### src/hw/rtl/ssl_pkg.sv
// shared types, constants and register indexes for the servo slew limiter
package ssl_pkg;

    localparam int ANGLE_W = 8;
    localparam int PULSE_W = 12;
    localparam int TARGET_W = 16;
    localparam int CFG_IDX_W = 3;
    localparam int CFG_DATA_W = 12;

    localparam int PULSE_MAX = 4095;

    // divide by 180 as (x >> 2) / 45, with 45 done by a reciprocal multiply
    localparam int RECIP_SHIFT = 24;
    localparam int RECIP_W = 19;
    localparam logic [RECIP_W-1:0] RECIP_45 = RECIP_W'((2**RECIP_SHIFT + 44) / 45);

    // command codes
    typedef enum logic [1:0] {
        CMD_SET_POS = 2'd0,
        CMD_HOME    = 2'd1,
        CMD_TICK    = 2'd2
    } t_cmd;

    // configuration register indexes
    localparam logic [CFG_IDX_W-1:0] REG_MIN_ANGLE   = 3'd0;
    localparam logic [CFG_IDX_W-1:0] REG_MAX_ANGLE   = 3'd1;
    localparam logic [CFG_IDX_W-1:0] REG_HOME_ANGLE  = 3'd2;
    localparam logic [CFG_IDX_W-1:0] REG_START_ANGLE = 3'd3;
    localparam logic [CFG_IDX_W-1:0] REG_MIN_PULSE   = 3'd4;
    localparam logic [CFG_IDX_W-1:0] REG_MAX_PULSE   = 3'd5;
    localparam logic [CFG_IDX_W-1:0] REG_STEP_SIZE   = 3'd6;

    // reset values
    localparam logic [ANGLE_W-1:0] RST_MIN_ANGLE   = 8'd0;
    localparam logic [ANGLE_W-1:0] RST_MAX_ANGLE   = 8'd180;
    localparam logic [ANGLE_W-1:0] RST_HOME_ANGLE  = 8'd90;
    localparam logic [ANGLE_W-1:0] RST_START_ANGLE = 8'd90;
    localparam logic [PULSE_W-1:0] RST_MIN_PULSE   = 12'd150;
    localparam logic [PULSE_W-1:0] RST_MAX_PULSE   = 12'd600;
    localparam logic [ANGLE_W-1:0] RST_STEP_SIZE   = 8'd5;

    // results that travel down the pulse pipeline with the angle
    typedef struct packed {
        logic                 pwm_write;
        logic [ANGLE_W-1:0]   cmd_angle;
        logic [ANGLE_W-1:0]   act_angle;
    } t_angles;

endpackage

### src/hw/rtl/servo_slew_limiter.sv
// servo slew limiter top level: angle state, slew step and pulse mapping pipeline
//
//  channel | valid   | stall    | payload
//  --------+---------+----------+----------------------------------------------
//  input   | i_valid | o_stall  | i_cmd, i_target_angle, i_drive_enabled
//  output  | o_valid | i_stall  | o_pwm_write, o_pulse_length, o_commanded_angle,
//          |         |          | o_actual_angle, o_at_position
//  config  | i_cfg_we| -        | i_cfg_idx, i_cfg_data
//
// one word accepted per cycle while o_stall is low; its result word passes the s1, s2, s3 and out registers
// the pipeline follows the pulse map: angle update, span multiply, reciprocal
//   divide by 180, then offset add and saturate, one register stage each
// angle state updates in the accept cycle, so back-to-back ticks see each other
// synchronous active-low reset loads the register reset values, no clearing pass
// a stall on the output holds the pipeline; o_stall rises only when all four stages
//   are full and the output is stalled
module servo_slew_limiter
    import ssl_pkg::*;
(
    input  logic                       i_clk,
    input  logic                       i_rst_n,

    input  logic                       i_cfg_we,
    input  logic [CFG_IDX_W-1:0]       i_cfg_idx,
    input  logic [CFG_DATA_W-1:0]      i_cfg_data,

    input  logic                       i_valid,
    output logic                       o_stall,
    input  logic [1:0]                 i_cmd,
    input  logic signed [TARGET_W-1:0] i_target_angle,
    input  logic                       i_drive_enabled,

    output logic                       o_valid,
    input  logic                       i_stall,
    output logic                       o_pwm_write,
    output logic [PULSE_W-1:0]         o_pulse_length,
    output logic [ANGLE_W-1:0]         o_commanded_angle,
    output logic [ANGLE_W-1:0]         o_actual_angle,
    output logic                       o_at_position
);

    // configuration registers
    logic [ANGLE_W-1:0] r_min_angle, r_max_angle, r_home_angle;
    logic [PULSE_W-1:0] r_min_pulse, r_max_pulse;
    logic [ANGLE_W-1:0] r_step_size;

    // angle state
    logic [ANGLE_W-1:0] r_cmd_pos, r_act_pos;
    logic [ANGLE_W-1:0] n_cmd_pos, n_act_pos;
    logic               n_write;

    // pipeline registers
    logic                      r_s1_v, r_s2_v, r_s3_v, r_out_v;
    t_angles                   r_s1, r_s2, r_s3;
    logic signed [21:0]        r_s2_prod;
    logic [12:0]               r_s3_quot;
    logic                      r_s3_neg;
    logic                      r_out_write;
    logic [PULSE_W-1:0]        r_out_pulse;
    logic [ANGLE_W-1:0]        r_out_cmd, r_out_act;

    // flow control: a stage moves when the one after it has room
    logic out_ready, s3_adv, s2_adv, s1_adv, in_acc;

    assign out_ready = !r_out_v || !i_stall;
    assign s3_adv    = !r_s3_v || out_ready;
    assign s2_adv    = !r_s2_v || s3_adv;
    assign s1_adv    = !r_s1_v || s2_adv;
    assign o_stall   = !s1_adv;
    assign in_acc    = i_valid && s1_adv;

    // ---------------- configuration writes ----------------
    always_ff @(posedge i_clk) begin
        if (!i_rst_n) begin
            r_min_angle   <= RST_MIN_ANGLE;
            r_max_angle   <= RST_MAX_ANGLE;
            r_home_angle  <= RST_HOME_ANGLE;
            r_min_pulse   <= RST_MIN_PULSE;
            r_max_pulse   <= RST_MAX_PULSE;
            r_step_size   <= RST_STEP_SIZE;
        end else if (i_cfg_we) begin
            unique case (i_cfg_idx)
                REG_MIN_ANGLE:   r_min_angle   <= i_cfg_data[ANGLE_W-1:0];
                REG_MAX_ANGLE:   r_max_angle   <= i_cfg_data[ANGLE_W-1:0];
                REG_HOME_ANGLE:  r_home_angle  <= i_cfg_data[ANGLE_W-1:0];
                REG_START_ANGLE: ; // only reloads both angles, in the state block
                REG_MIN_PULSE:   r_min_pulse   <= i_cfg_data[PULSE_W-1:0];
                REG_MAX_PULSE:   r_max_pulse   <= i_cfg_data[PULSE_W-1:0];
                REG_STEP_SIZE:   r_step_size   <= i_cfg_data[ANGLE_W-1:0];
                default: ; // unknown index, write dropped
            endcase
        end
    end

    // ---------------- angle update (accept cycle) ----------------
    logic signed [TARGET_W-1:0] min_s, max_s;
    logic [ANGLE_W-1:0]         tgt_clamped;
    logic [ANGLE_W-1:0]         diff, inc, stepped, step_clamped;
    logic                       moving_up;

    assign min_s = $signed({{(TARGET_W-ANGLE_W){1'b0}}, r_min_angle});
    assign max_s = $signed({{(TARGET_W-ANGLE_W){1'b0}}, r_max_angle});

    // clamp of the signed target: low limit checked first (matters when limits cross)
    always_comb begin
        if (i_target_angle < min_s) begin
            tgt_clamped = r_min_angle;
        end else if (i_target_angle > max_s) begin
            tgt_clamped = r_max_angle;
        end else begin
            tgt_clamped = i_target_angle[ANGLE_W-1:0];
        end
    end

    // one slew step toward the commanded angle, no overshoot
    assign moving_up = r_act_pos < r_cmd_pos;
    assign diff      = moving_up ? (r_cmd_pos - r_act_pos) : (r_act_pos - r_cmd_pos);
    assign inc       = (diff <= r_step_size) ? diff : r_step_size;
    assign stepped   = moving_up ? (r_act_pos + inc) : (r_act_pos - inc);

    always_comb begin
        if (stepped < r_min_angle) begin
            step_clamped = r_min_angle;
        end else if (stepped > r_max_angle) begin
            step_clamped = r_max_angle;
        end else begin
            step_clamped = stepped;
        end
    end

    always_comb begin
        n_cmd_pos = r_cmd_pos;
        n_act_pos = r_act_pos;
        n_write   = 1'b0;
        case (t_cmd'(i_cmd))
            CMD_SET_POS: begin
                n_cmd_pos = tgt_clamped;
            end
            CMD_HOME: begin
                if (i_drive_enabled) begin
                    // home angle taken unclamped
                    n_cmd_pos = r_home_angle;
                    n_act_pos = r_home_angle;
                    n_write   = 1'b1;
                end
            end
            CMD_TICK: begin
                if (i_drive_enabled && (r_act_pos != r_cmd_pos)) begin
                    n_act_pos = step_clamped;
                    n_write   = 1'b1;
                end
            end
            default: ; // unused command, nothing changes
        endcase
    end

    // state registers; a start angle write reloads both angles
    always_ff @(posedge i_clk) begin
        if (!i_rst_n) begin
            r_cmd_pos <= RST_START_ANGLE;
            r_act_pos <= RST_START_ANGLE;
        end else if (i_cfg_we && (i_cfg_idx == REG_START_ANGLE)) begin
            r_cmd_pos <= i_cfg_data[ANGLE_W-1:0];
            r_act_pos <= i_cfg_data[ANGLE_W-1:0];
        end else if (in_acc) begin
            r_cmd_pos <= n_cmd_pos;
            r_act_pos <= n_act_pos;
        end
    end

    // ---------------- pulse map pipeline ----------------
    // stage 2 multiplies angle by signed span
    logic signed [PULSE_W:0] span;
    logic signed [21:0]      prod;

    assign span = $signed({1'b0, r_max_pulse}) - $signed({1'b0, r_min_pulse});
    assign prod = 22'($signed({1'b0, r_s1.act_angle}) * span);

    // stage 3 divides the magnitude by 180: (|p| >> 2) * ceil(2^24/45) >> 24
    logic [21:0] prod_mag;
    logic [17:0] quarter;
    logic [36:0] recip_prod;

    assign prod_mag   = r_s2_prod[21] ? 22'(-r_s2_prod) : r_s2_prod;
    assign quarter    = prod_mag[19:2];
    assign recip_prod = 37'(quarter * RECIP_45);

    // output stage: offset, sign (truncation toward zero) and saturate
    logic signed [14:0] pulse_sum;
    logic [PULSE_W-1:0] pulse_sat;

    assign pulse_sum = r_s3_neg
        ? ($signed({3'b000, r_min_pulse}) - $signed({2'b00, r_s3_quot}))
        : ($signed({3'b000, r_min_pulse}) + $signed({2'b00, r_s3_quot}));

    always_comb begin
        if (pulse_sum < 0) begin
            pulse_sat = '0;
        end else if (pulse_sum > 15'(PULSE_MAX)) begin
            pulse_sat = PULSE_W'(PULSE_MAX);
        end else begin
            pulse_sat = pulse_sum[PULSE_W-1:0];
        end
    end

    // valid bits
    always_ff @(posedge i_clk) begin
        if (!i_rst_n) begin
            r_s1_v  <= 1'b0;
            r_s2_v  <= 1'b0;
            r_s3_v  <= 1'b0;
            r_out_v <= 1'b0;
        end else begin
            if (s1_adv)    r_s1_v  <= i_valid;
            if (s2_adv)    r_s2_v  <= r_s1_v;
            if (s3_adv)    r_s3_v  <= r_s2_v;
            if (out_ready) r_out_v <= r_s3_v;
        end
    end

    // payload registers
    always_ff @(posedge i_clk) begin
        if (s1_adv) begin
            r_s1.pwm_write <= n_write;
            r_s1.cmd_angle <= n_cmd_pos;
            r_s1.act_angle <= n_act_pos;
        end
        if (s2_adv) begin
            r_s2      <= r_s1;
            r_s2_prod <= prod;
        end
        if (s3_adv) begin
            r_s3      <= r_s2;
            r_s3_quot <= recip_prod[36:24];
            r_s3_neg  <= r_s2_prod[21];
        end
        if (out_ready) begin
            r_out_write <= r_s3.pwm_write;
            r_out_pulse <= r_s3.pwm_write ? pulse_sat : '0;
            r_out_cmd   <= r_s3.cmd_angle;
            r_out_act   <= r_s3.act_angle;
        end
    end

    assign o_valid           = r_out_v;
    assign o_pwm_write       = r_out_write;
    assign o_pulse_length    = r_out_pulse;
    assign o_commanded_angle = r_out_cmd;
    assign o_actual_angle    = r_out_act;
    assign o_at_position     = (r_out_cmd == r_out_act);

    // ---------------- assertions ----------------
    a_no_write_zero_pulse: assert property (@(posedge i_clk) disable iff (!i_rst_n)
        (o_valid && !o_pwm_write) |-> (o_pulse_length == '0))
        else $error("pulse length nonzero without a pulse write");

    a_disabled_tick_holds: assert property (@(posedge i_clk) disable iff (!i_rst_n)
        (in_acc && (i_cmd == CMD_TICK) && !i_drive_enabled && !i_cfg_we)
        |=> (r_act_pos == $past(r_act_pos)))
        else $error("actual angle moved on a disabled tick");

    a_set_keeps_actual: assert property (@(posedge i_clk) disable iff (!i_rst_n)
        (in_acc && (i_cmd == CMD_SET_POS) && !i_cfg_we)
        |=> (r_act_pos == $past(r_act_pos)))
        else $error("set position changed the actual angle");

    a_tick_writes_new_angle: assert property (@(posedge i_clk) disable iff (!i_rst_n)
        (in_acc && n_write) |=> (r_s1.act_angle == r_act_pos))
        else $error("pulse pipeline angle differs from stored actual angle");

endmodule
### config.mk
export PLATFORM = sky130hd
export DESIGN_NAME = servo_slew_limiter
export DESIGN_NICKNAME = d
export VERILOG_FILES = /design/src/hw/rtl/ssl_pkg.sv /design/src/hw/rtl/servo_slew_limiter.sv
export SDC_FILE = /design/constraint.sdc
export NUM_CORES = 1
export LEC_CHECK = 0
export BUFFER_PORTS_ARGS = -buffer_cell sky130_fd_sc_hd__buf_4
export CORE_UTILIZATION = 40
export DETAILED_ROUTE_END_ITERATION = 8
export PLACE_DENSITY = 0.59
export SLEW_MARGIN = 15
export SYNTH_ARGS = -nofsm -noshare
export SYNTH_HDL_FRONTEND = slang
export SYNTH_SLANG_ARGS = --single-unit
### constraint.sdc
create_clock -name i_clk -period 12.44 [get_ports i_clk]
set_input_delay 1.244 -clock i_clk [delete_from_list [all_inputs] [get_ports i_clk]]
set_output_delay 1.244 -clock i_clk [all_outputs]
set_load 0.02 [all_outputs]
-- Word level (Yosys, flattened, before mapping)
Index checks and enable logic that the tools add are counted.
- bits in registers: 192
- word-level logic and storage cells: 102
- $add $sub $neg: 8
- multipliers: 2
- $lt $le $gt $ge: 8
- equality and inequality tests: 10
- muxes and demuxes: 22
- bitwise operators: 1
- reductions and logical operators: 23
- operators with widths (operator ; count):
    8-bit 2-to-1 mux ; 14
    18-bit by 17-bit multiplier with 35-bit output (second input constant) ; 1
    8-bit case mux with 2 select lines ; 2
    8-bit subtractor ; 3
    9-bit by 13-bit multiplier with 22-bit output ; 1
    20-bit 2-to-1 mux ; 1
    20-bit negator ; 1
    16-bit by 9-bit greater-than comparator with 1-bit output ; 1
    16-bit by 9-bit less-than comparator with 1-bit output ; 1
    8-bit less-than comparator ; 2
    15-bit by 13-bit greater-than comparator with 1-bit output (second input constant) ; 1
    15-bit by 1-bit less-than comparator with 1-bit output (second input constant) ; 1
    15-bit 2-to-1 mux ; 1
    12-bit by 13-bit adder with 14-bit output ; 1
    12-bit by 13-bit subtractor with 14-bit output ; 1
    12-bit by 12-bit subtractor with 13-bit output ; 1
    12-bit 2-to-1 mux ; 1
    2-bit AND reduction ; 6
    3-bit == test (second input constant) ; 3
    8-bit adder ; 1
    8-bit == test ; 1
    8-bit greater-than comparator ; 1
    8-bit <= comparator ; 1
    8-bit != test ; 1
    other kinds (14) ; 26

-- Logic depth before layout (Yosys ltp)
- depth in word-level cells: 13
- mapped depth: 42
- gate-level depth less buffers: 41

-- Worst setup path before layout
OpenSTA, ideal clock, no wires.
- path kind: register to register
- start point: reg r_s2_prod[3]
- end point: reg r_s3_quot[12] (data pin)
- arrival time: 7798 ps
- slack: 4383 ps
- cell stages (with the launch flop): 24
- buffers on the path: 0
- period minus slack after synthesis: 8057 ps
- path through: edfxtp_1 -> or4_4 -> or3_4 -> or4_4 -> or3_4 -> or4_4 -> or4_4 -> nor2_4 -> nor2b_1 -> xor2_1 -> ha_1 -> fa_1 -> fa_1 -> fa_1 -> ha_1 -> ha_1 -> ha_1 -> a21o_1 -> a21o_1 -> a22o_1 -> o41a_1 -> a21oi_1 -> o21bai_1 -> xnor2_1
- word-level cells in the longest chain between the ends: 3
- ends and longest elaborated chain (element ; RTL line ; RTL):
    start, declared ; servo_slew_limiter.sv:55 ; logic signed [21:0] r_s2_prod;
    start signal, assigned ; servo_slew_limiter.sv:230 ; r_s2_prod <= prod;
    20-bit negator ; servo_slew_limiter.sv:184 ; assign prod_mag = r_s2_prod[21] ? 22'(-r_s2_prod) : r_s2_prod;
    20-bit 2-to-1 mux * ; servo_slew_limiter.sv:184 ;
    18-bit by 17-bit multiplier with 35-bit output * ; servo_slew_limiter.sv:186 ; assign recip_prod = 37'(quarter * RECIP_45);
    named net recip_prod[36] ; servo_slew_limiter.sv:182 ; logic [36:0] recip_prod;
    end signal, assigned ; servo_slew_limiter.sv:234 ; r_s3_quot <= recip_prod[36:24];
    end, declared ; servo_slew_limiter.sv:56 ; logic [12:0] r_s3_quot;
The timed path passes the listed nets; every way through them passes the cells marked *.
A chain may end at the register's enable or synchronous reset.

-- Worst setup path after layout
- start point: reg r_act_pos[0]
- end point: reg r_act_pos[0]
- word-level cells in the longest chain between the ends: 13
- ends and longest elaborated chain (element ; RTL line ; RTL):
    start, declared ; servo_slew_limiter.sv:48 ; logic [ANGLE_W-1:0] r_cmd_pos, r_act_pos;
    start signal, assigned ; servo_slew_limiter.sv:164 ; r_act_pos <= i_cfg_data[ANGLE_W-1:0];
    start signal, assigned ; servo_slew_limiter.sv:167 ; r_act_pos <= n_act_pos;
    8-bit subtractor or 8-bit less-than comparator (tied branches) ; servo_slew_limiter.sv:117, servo_slew_limiter.sv:116 ;
    8-bit 2-to-1 mux ; servo_slew_limiter.sv:117 ; assign diff = moving_up ? (r_cmd_pos - r_act_pos) : (r_act_pos - r_cmd_pos);
    8-bit <= comparator ; servo_slew_limiter.sv:118 ; assign inc = (diff <= r_step_size) ? diff : r_step_size;
    8-bit 2-to-1 mux ; servo_slew_limiter.sv:118 ;
    8-bit subtractor or 8-bit adder (tied branches) ; servo_slew_limiter.sv:119 ; assign stepped = moving_up ? (r_act_pos + inc) : (r_act_pos - inc);
    8-bit 2-to-1 mux ; servo_slew_limiter.sv:119 ;
    8-bit greater-than comparator ; servo_slew_limiter.sv:124 ; end else if (stepped > r_max_angle) begin
    8-bit 2-to-1 mux ; servo_slew_limiter.sv:124 ;
    8-bit 2-to-1 mux ; servo_slew_limiter.sv:122 ; if (stepped < r_min_angle) begin
    8-bit 2-to-1 mux ; servo_slew_limiter.sv:148 ; if (i_drive_enabled && (r_act_pos != r_cmd_pos)) begin
    8-bit case mux with 2 select lines * ; servo_slew_limiter.sv:135 ; case (t_cmd'(i_cmd))
    8-bit 2-to-1 mux * ; servo_slew_limiter.sv:165 ; end else if (in_acc) begin
    8-bit 2-to-1 mux * ; servo_slew_limiter.sv:162 ; end else if (i_cfg_we && (i_cfg_idx == REG_START_ANGLE)) begin
Every way passes the cells marked *; elsewhere a longest branch is shown, timed or not. The select of a mux whose other input is x is not followed.

==> qor.yml <==
top_usage_layer: "met2"
dr.pass1.iters: 5
vias: 14261
synth_most_common_cell: "inv_1"
cts-root-buf: "clkbuf_16"
worst_slew_pin_slew_ps: 1220
hold_depth: 0
drt_iter0_drc: 905
postSynthCellCount: 2036
num_rows: 80
routedWlPerCell_um: 18.6
core_area_um2: 48000
r2r_start: "r_act_pos[0]"
status: "finished clean"
clock_latency_ps: 460
cts_setup_buffers: 0
synth-main-ff-cell: "edfxtp_1"
syn_nets: 2536
track_usage_pct: 20.8
synth_edf_count: 115
fillers: 4609
finalClockSkew_ps: 17.8
post_cts_resized: 0
finalCritPeriodShare_pct: 73.6
holdPathEnd: "r_s3[1]"
drv_cap: 0
start_kind: "flip-flop"
cp.required_ps: 12750
use_met2_pct: 36.6
slew_viol_final: 0
ys.warnings.count: 0
avgSynthCellArea_um2: 9.61
synth.area.top_cells: "fa_1 19%, edfxtp_1 18%, ha_1 18%, dfxtp_1 7.8%, inv_1 6.7%"
grtUsageMet1_pct: 26.2
fin_tns_setup_ps: 0
die-area_um2: 49800
initial_core_util_pct: 40.7
syn_area_um2: 19600
drive_gt1_share_pct: 6.64
worst-path-buf-inv: 4
finalHoldViolations: 0
die-width_um: 223
routed_wl_um: 50300
clk_pin_slew_ps: 70
via_per_inst: 5.26
r2r_end: "r_act_pos[0]"
antenna_left: 0
clock.fmax_mhz: 109
cts_buffers: 17
place.gp.congestion: 0.927
clock_sinks: 191
critPathTopFamily: "compound AO/OA/AOI/OAI gates"
path_class: "reg -> reg"
syn_to_final_growth_pct: 8.96
synth_cell_types: 62
r2r_slack_ps: 3290
use_met3_pct: 3.44
port_buffers: 70
worstSetupEndpointType: "flip-flop"
worstPathArrival_ps: 9460
drc: 0
yosysTopAreaCell: "fa_1"
antenna_found_initial: 0
relSlewSlack_pct: 18.6
io-pin-count: 71
htree_num_levels: 4
r2r_cells: 40
seq_area_frac_synth_pct: 25.4
grt_overflow_total: 0
synth.top_cell.area_share_pct: 18.9
fin_crit_ps: 9150
layout.nets: 2581
min_from: "r_s2[1]"
cpPeakStageDelay_ps: 740
yosys-top-cells-count: "350 x inv_1, 276 x ha_1, 213 x nand2_1, 185 x fa_1, 115 x edfxtp_1"
postCtsHoldBufs: 0
die_h_um: 223
synth_seq_cells: 191
rsz0062_at_grt: "false"
cts_buffer_depth: 2
hpwl_um: 40400
cts_tree: "built"
synth-async-reset-ratio_pct: 0
grt_pass1_wl_um: 80000
diodes: 0
grt_pass1_vias: 14776
cp_max_fo: 11
setup_viol: 0
slowest_stage: "a22oi_1"
grt_max_degree: 83
hp-class: "reg -> reg"
==> cell type report <==
cell class	instances	area (µm²)	share of cell area, %
multi-input combinational	1447	13100	61.5
clock inverter	14	149	0.698
sequential	191	4970	23.3
tap	615	769	3.61
inverter	350	1310	6.16
clock buffer	18	439	2.06
timing repair buffer	74	556	2.60
==> worst max-delay path by stage <==
stage                             from            end  slack (ps)  cells after the start
after floorplan           r_s2_prod[3]  r_s3_quot[12]        4380                     23
after global placement    r_act_pos[0]        r_s1[5]        3500                     38
after detailed placement  r_act_pos[0]        r_s1[5]        3340                     39
after CTS                 r_act_pos[0]   r_act_pos[5]        3280                     40
after global routing      r_act_pos[0]   r_act_pos[0]        2470                     41
final                     r_act_pos[0]   r_act_pos[0]        3290                     40
==> flip-flops by register name, summed over array words and instances, names as in the netlist, 12 cells and up <==
name            count
r_s3               17
r_s2               17
r_max_pulse        12
o_pulse_length     12
r_s3_quot          13
r_s2_prod          21
r_s1               17
r_min_pulse        12
==> routing by layer <==
layer / share of wire, % / vias up
li1: - / 6870
met2: 49 / 325
met1: 43 / 7000
met5: 0 / -
met4: 2.4 / 0
met3: 5.1 / 66
==> logic make-up after synthesis <==
logic type / after synthesis / synth area share, %
adder cells (fa/ha/maj): 461 / 36.6
flip-flops: 191 / 25.4
XOR/XNOR: 87 / 3.97
multiplexers: 38 / 2.03
buffers and inverters: 398 / 7.63
AO/OA/AOI/OAI: 374 / 12.5
AND/OR/NAND/NOR: 487 / 11.9
==> metrics by stage <==
step                area (µm²)  cells  setup WS (ps)  hold slack [ps]  utilization (%)
floorplan                19600   2036           4380              400                -
detailed placement       20700   2677           3340              405             43.1
CTS                      21300   2709           3280              423             44.4
global placement         20700   2677           3500              401             43.1
global route             21300   2709           2470              427             44.4
finish                   21300   2709           3290              423             44.4
==> cells in the final DEF (no fill, tap or decap), types with 5 or more instances in the layout <==
cell,n
nor3_1,14
o211ai_1,16
o311ai_0,5
ha_1,276
a21oi_1,91
a22o_1,6
a221oi_1,6
xnor2_1,62
nand2b_1,25
edfxtp_1,115
o31ai_1,12
clkbuf_16,17
mux2_2,14
and2_1,60
xor2_1,23
nand4_1,8
nand3_1,32
nor2b_1,30
and3_1,12
fa_1,185
a21o_1,36
nand2_1,211
a2111oi_0,8
a21boi_0,50
nor2_1,70
dfxtp_1,76
mux2i_1,24
or3_1,5
o21bai_1,10
buf_4,74
o21ai_0,77
inv_1,350
o21a_1,17
Power is left out: the tool's default activity adds up to more than one toggle a clock period on the data nets, which glitch-free logic cannot reach.
